**src/hw/rtl/e2q_pkg.sv**
```systemverilog
package e2q_pkg;

    // cordic depth; the arctangent table caps it at its length
    localparam int CORDIC_STAGES = 16;
    localparam int TABLE_LEN     = 24;
    localparam int NUM_ITER      = (CORDIC_STAGES > TABLE_LEN) ? TABLE_LEN : CORDIC_STAGES;

    localparam int ANG_W     = 16;
    localparam int OUT_W     = 16;
    localparam int FRAC_BITS = 24;
    localparam int ANG_SHIFT = 10;   // q3.13 to q24, doubled angle halved
    localparam int OUT_SHIFT = 10;   // q24 to q1.14
    localparam int Z_W       = 28;
    localparam int XY_W      = 27;
    localparam int PROD_W    = 28;
    localparam int SUM_W     = PROD_W + 1;

    // pipeline depth from input register to merged sums
    localparam int MERGE_LAT = 2;
    localparam int PIPE_LAT  = NUM_ITER + 1 + MERGE_LAT;

    typedef logic signed [ANG_W-1:0]  angle_t;
    typedef logic signed [OUT_W-1:0]  quat_t;
    typedef logic signed [Z_W-1:0]    z_t;
    typedef logic signed [XY_W-1:0]   xy_t;
    typedef logic signed [PROD_W-1:0] prod_t;
    typedef logic signed [SUM_W-1:0]  sum_t;

    typedef struct packed {
        xy_t s;
        xy_t c;
    } sincos_t;

    typedef struct packed {
        quat_t x;
        quat_t y;
        quat_t z;
        quat_t w;
    } quat_res_t;

    localparam z_t  PI_Q24      = Z_W'(52707179);
    localparam z_t  HALF_PI_Q24 = Z_W'(26353589);
    localparam xy_t GAIN_Q24    = XY_W'(10188014);
    localparam int  OUT_MAX     = 16384;

    localparam logic signed [2*PROD_W-1:0] MUL_RND = (2*PROD_W)'(1) << (FRAC_BITS - 1);
    localparam sum_t OUT_RND = SUM_W'(1) << (OUT_SHIFT - 1);

    function automatic z_t atan_q24(input int idx);
        z_t v;
        case (idx)
            0:       v = Z_W'(13176795);
            1:       v = Z_W'(7778716);
            2:       v = Z_W'(4110060);
            3:       v = Z_W'(2086331);
            4:       v = Z_W'(1047214);
            5:       v = Z_W'(524117);
            6:       v = Z_W'(262123);
            7:       v = Z_W'(131069);
            8:       v = Z_W'(65536);
            9:       v = Z_W'(32768);
            10:      v = Z_W'(16384);
            11:      v = Z_W'(8192);
            12:      v = Z_W'(4096);
            13:      v = Z_W'(2048);
            14:      v = Z_W'(1024);
            15:      v = Z_W'(512);
            16:      v = Z_W'(256);
            17:      v = Z_W'(128);
            18:      v = Z_W'(64);
            19:      v = Z_W'(32);
            20:      v = Z_W'(16);
            21:      v = Z_W'(8);
            22:      v = Z_W'(4);
            23:      v = Z_W'(2);
            default: v = '0;
        endcase
        return v;
    endfunction

    // q24 product, round half up
    function automatic prod_t mul_q24(input prod_t a, input prod_t b);
        logic signed [2*PROD_W-1:0] full;
        full = (2*PROD_W)'(a) * (2*PROD_W)'(b) + MUL_RND;
        return full[FRAC_BITS +: PROD_W];
    endfunction

    // q24 to q1.14 with rounding and clamp to plus or minus one
    function automatic quat_t to_out(input sum_t v);
        sum_t r;
        sum_t sh;
        quat_t q;
        r  = v + OUT_RND;
        sh = r >>> OUT_SHIFT;
        if (sh > SUM_W'(OUT_MAX)) begin
            q = OUT_W'(OUT_MAX);
        end else if (sh < -SUM_W'(OUT_MAX)) begin
            q = -OUT_W'(OUT_MAX);
        end else begin
            q = sh[OUT_W-1:0];
        end
        return q;
    endfunction

endpackage

```
**src/hw/rtl/e2q_lane.sv**
```systemverilog
module e2q_lane (
    input  logic             aclk,
    input  logic             en,
    input  e2q_pkg::angle_t  angle_i,
    output e2q_pkg::sincos_t sc_o
);
    import e2q_pkg::*;

    z_t   z_in;
    z_t   z_fold;
    logic flip_in;

    xy_t  x_reg    [NUM_ITER+1];
    xy_t  y_reg    [NUM_ITER+1];
    z_t   z_reg    [NUM_ITER+1];
    logic flip_reg [NUM_ITER+1];

    // half angle at q24, folded into plus or minus pi/2
    always_comb begin
        z_in = Z_W'(angle_i) <<< ANG_SHIFT;
        if (z_in > HALF_PI_Q24) begin
            z_fold  = z_in - PI_Q24;
            flip_in = 1'b1;
        end else if (z_in < -HALF_PI_Q24) begin
            z_fold  = z_in + PI_Q24;
            flip_in = 1'b1;
        end else begin
            z_fold  = z_in;
            flip_in = 1'b0;
        end
    end

    always_ff @(posedge aclk) begin
        if (en) begin
            x_reg[0]    <= GAIN_Q24;
            y_reg[0]    <= '0;
            z_reg[0]    <= z_fold;
            flip_reg[0] <= flip_in;
        end
    end

    for (genvar i = 0; i < NUM_ITER; i++) begin : g_iter
        xy_t dx;
        xy_t dy;
        assign dx = y_reg[i] >>> i;
        assign dy = x_reg[i] >>> i;

        always_ff @(posedge aclk) begin
            if (en) begin
                if (!z_reg[i][Z_W-1]) begin
                    x_reg[i+1] <= x_reg[i] - dx;
                    y_reg[i+1] <= y_reg[i] + dy;
                    z_reg[i+1] <= z_reg[i] - atan_q24(i);
                end else begin
                    x_reg[i+1] <= x_reg[i] + dx;
                    y_reg[i+1] <= y_reg[i] - dy;
                    z_reg[i+1] <= z_reg[i] + atan_q24(i);
                end
                flip_reg[i+1] <= flip_reg[i];
            end
        end
    end

    assign sc_o.s = flip_reg[NUM_ITER] ? -y_reg[NUM_ITER] : y_reg[NUM_ITER];
    assign sc_o.c = flip_reg[NUM_ITER] ? -x_reg[NUM_ITER] : x_reg[NUM_ITER];

endmodule

```
**config.mk**
```make
export PLATFORM = sky130hd
export DESIGN_NAME = e2q_lane
export DESIGN_NICKNAME = d
export VERILOG_FILES = /design/src/hw/rtl/e2q_pkg.sv /design/src/hw/rtl/e2q_lane.sv
export SDC_FILE = /design/constraint.sdc
export NUM_CORES = 2
export LEC_CHECK = 0
export BUFFER_PORTS_ARGS = -buffer_cell sky130_fd_sc_hd__buf_2
export CAP_MARGIN = 5
export CORE_MARGIN = 2
export CORE_UTILIZATION = 45
export CTS_CLUSTER_SIZE = 30
export DETAILED_ROUTE_END_ITERATION = 12
export PLACE_DENSITY = 0.68
export SLEW_MARGIN = 40
export SYNTH_ARGS = -nofsm -noshare
export SYNTH_HDL_FRONTEND = slang
export SYNTH_SLANG_ARGS = --single-unit
```
**constraint.sdc**
```tcl
create_clock -name aclk -period 8.15 [get_ports aclk]
set_clock_uncertainty 0.05 [all_clocks]
set_input_delay 1.63 -clock aclk [delete_from_list [all_inputs] [get_ports aclk]]
set_output_delay 1.63 -clock aclk [all_outputs]
set_load 0.1 [all_outputs]
```
==> reports/metrics.cfg <==
[worst_setup_path]
end_kind = primary output
worstPathCellList = or4_4 > or3_1 > or3_1 > or3_1 > or4_4 > or3_4 > o31ai_4 > xnor2_1 > buf_2
crit_family = simple AND/OR/NAND/NOR gates
critPathMostFrequentCell = or3_1
crit_slowest_cell = or4_4
r2r_cells = 16
arrival_ns = 4.48
worstSetupPathType = flip-flop to primary output
timing.rr.end = y_reg[14][25]
cp_num_buf_inv = 1
reg2reg_from = z_reg[13][27]
critPathLaunchType = flip-flop
r2r_slack_ns = 2.90
worstPathRequired_ns = 6.47
cpPeakStageDelay_ns = 0.57
crit_fanout = 4

[routing]
routed_via_density = 5.724
drt_iter0_drc = 5290
drc_errors = 0
wire_per_inst_um = 18.55
dr.pass1.iters = 5
finalWirelength_um = 234700
vias = 72440
ant_nets = 0

[global_routing]
antenna_found_initial = 3
grt_pass1_wl_um = 372000
grt_remaining_overflow = 0
grt_max_degree = 161
grt_use_total_pct = 21.51
first_global_vias = 69850

[floorplanning]
die_h_um = 462.0
start_util_pct = 45.17
die-area_um2 = 213400
rows = 168
io_pins = 72
coreArea_um2 = 208900
die_w_um = 462.0

[clock_tree]
cts_inserted_buffers = 140
post_cts_buffers = 0
clockBufferDepth = 3
cts_resized = 0
cts.htree.levels = 4
holdBufCountCts = 0
tritoncts = done
worstSkewPairLatency_ns = 0.82
cts.sinks = 1151
clk_pin_slew_worst_paths_ns = 0.06
cts_root_buf = clkbuf_16

[sta]
finalCritPeriodShare_pct = 75.59
slew_headroom_pct = 45.12
rsz0062_at_grt = false
fmax_ghz = 0.1623
hold_viol = 0
fin_tns_setup_ns = 0
drv_slew = 0
tightest_slew_ns = 0.8025
worst_hold_slack_ns = 0.3680
layout_min_cycle_time_ns = 6.160
finalSetupViolCount = 0

[cells_and_area]
nets = 10910
drive_gt1_share_pct = 4.803
largest_reg_flops = 405
areaGrowthSynthToFinish_pct = 9.008
fin_cells = 12660

[synth]
ys_ff_latch = 1151
synth.avg_cell_area_um2 = 9.806
synth.distinct_cells = 81
ys_seq_area_share_pct = 36.62
synth_edf_count = 1151
syn_area_um2 = 94380
synth_nets = 10800
ys_warn_count = 0
synthCells = 9625
async_reset_ff_share_pct = 0
synth_ff_type = edfxtp_1

[place]
dp.cells = 12400
place.gp.congestion = 0.9378
post-dp-hpwl_um = 184300
portBuffers = 71

[min_path]
holdCritStartpoint = flip_reg[4]
min_path_type = flip-flop to flip-flop
holdPathEnd = flip_reg[5]
whs_path_depth = 0

[outcome]
run_status = finished clean

[job]
drv_cap = 0

==> final cells by class <==
cell class,count,area (um^2)
timing repair buffer,136,929.6
antenna,3,7.507
multi-input combinational,7882,57640
clock buffer,168,3651
tap,2805,3510
clock inverter,83,975.9
inverter,427,1603
sequential,1151,34560
fill,19060,106100
==> per-stage QoR <==
| stage | worst slack [ns] | utilization, % | area, um^2 |
|---|---|---|---|
| 5_1_grt | 1.738 | 49.24 | 102900 |
| 3_3_place_gp | 1.524 | 46.96 | 98120 |
| 6_report | 1.990 | 49.24 | 102900 |
| 4_1_cts | 1.914 | 49.18 | 102800 |
| 2_1_floorplan | 1.745 | - | 94380 |
| 3_5_place_dp | 1.383 | 46.97 | 98140 |
==> Yosys cell counts (all sizes together) (60+ instances only) <==
| library cell | count | area, um^2 |
|---|---|---|
| a211oi | 96 | 720.7 |
| a21o | 373 | 2800 |
| a21oi | 843 | 4219 |
| a31oi | 88 | 550.5 |
| and3 | 82 | 513.0 |
| clkbuf | 138 | 518.0 |
| edfxtp | 1151 | 34560 |
| ha | 1110 | 13890 |
| inv | 421 | 1580 |
| nand2 | 556 | 2087 |
| nand2b | 140 | 875.8 |
| nand3 | 172 | 860.8 |
| nor2 | 758 | 2845 |
| nor2b | 142 | 888.4 |
| nor3 | 225 | 1126 |
| nor4 | 66 | 412.9 |
| o21a | 133 | 998.5 |
| o21ai | 546 | 2733 |
| o21bai | 119 | 893.4 |
| o31ai | 145 | 1107 |
| o41ai | 60 | 525.5 |
| or3 | 74 | 468.0 |
| xnor2 | 964 | 8443 |
| xor2 | 456 | 3994 |
==> worst max path at each step <==
stage / from / to / slack (ns) / cells after the start
final: x_reg[16][5] / sc_o[24] / 1.99 / 9
after global routing: en / y_reg[9][25] / 1.74 / 17
after CTS: x_reg[16][5] / sc_o[24] / 1.91 / 9
after detailed placement: en / y_reg[9][25] / 1.38 / 17
after global placement: en / y_reg[9][25] / 1.52 / 17
after floorplan: en / x_reg[14][25] / 1.74 / 18
==> kinds of logic (layout without fill, tap and decap cells) <==
logic type,Yosys count,in the layout,synth area share (%)
other cells,0,3,0
fa+ha+maj,1153,1153,15.63
simple gates,2461,2461,12.53
xor+xnor,1420,1420,13.18
compound gates,2752,2752,18.61
mux,96,96,1.073
buf+inv,592,814,2.364
flops,1151,1151,36.62
==> cell usage in the layout, fill, tap and decap left out, drive strengths merged, types with 145 or more instances in the layout <==
master / n
a21o: 373
xor2: 456
nor3: 225
edfxtp: 1151
o31ai: 145
o21ai: 546
clkbuf: 168
nand3: 172
inv: 431
a21oi: 843
nor2: 758
ha: 1110
xnor2: 964
nand2: 556
==> layer usage <==
layer  share of wire [%]  vias to the layer above  wire, um  track usage (%)
li1                    -                    35940         -                -
met1                  44                    34560    104300            27.78
met2                  48                     1585    113200            37.33
met3                 4.3                      352     10100            2.477
met4                 3.0                        0      7075            7.019
met5                   0                        -         0                0
Power is left out: the tool's default activity adds up to more than one toggle a clock period on the data nets, which glitch-free logic cannot reach.
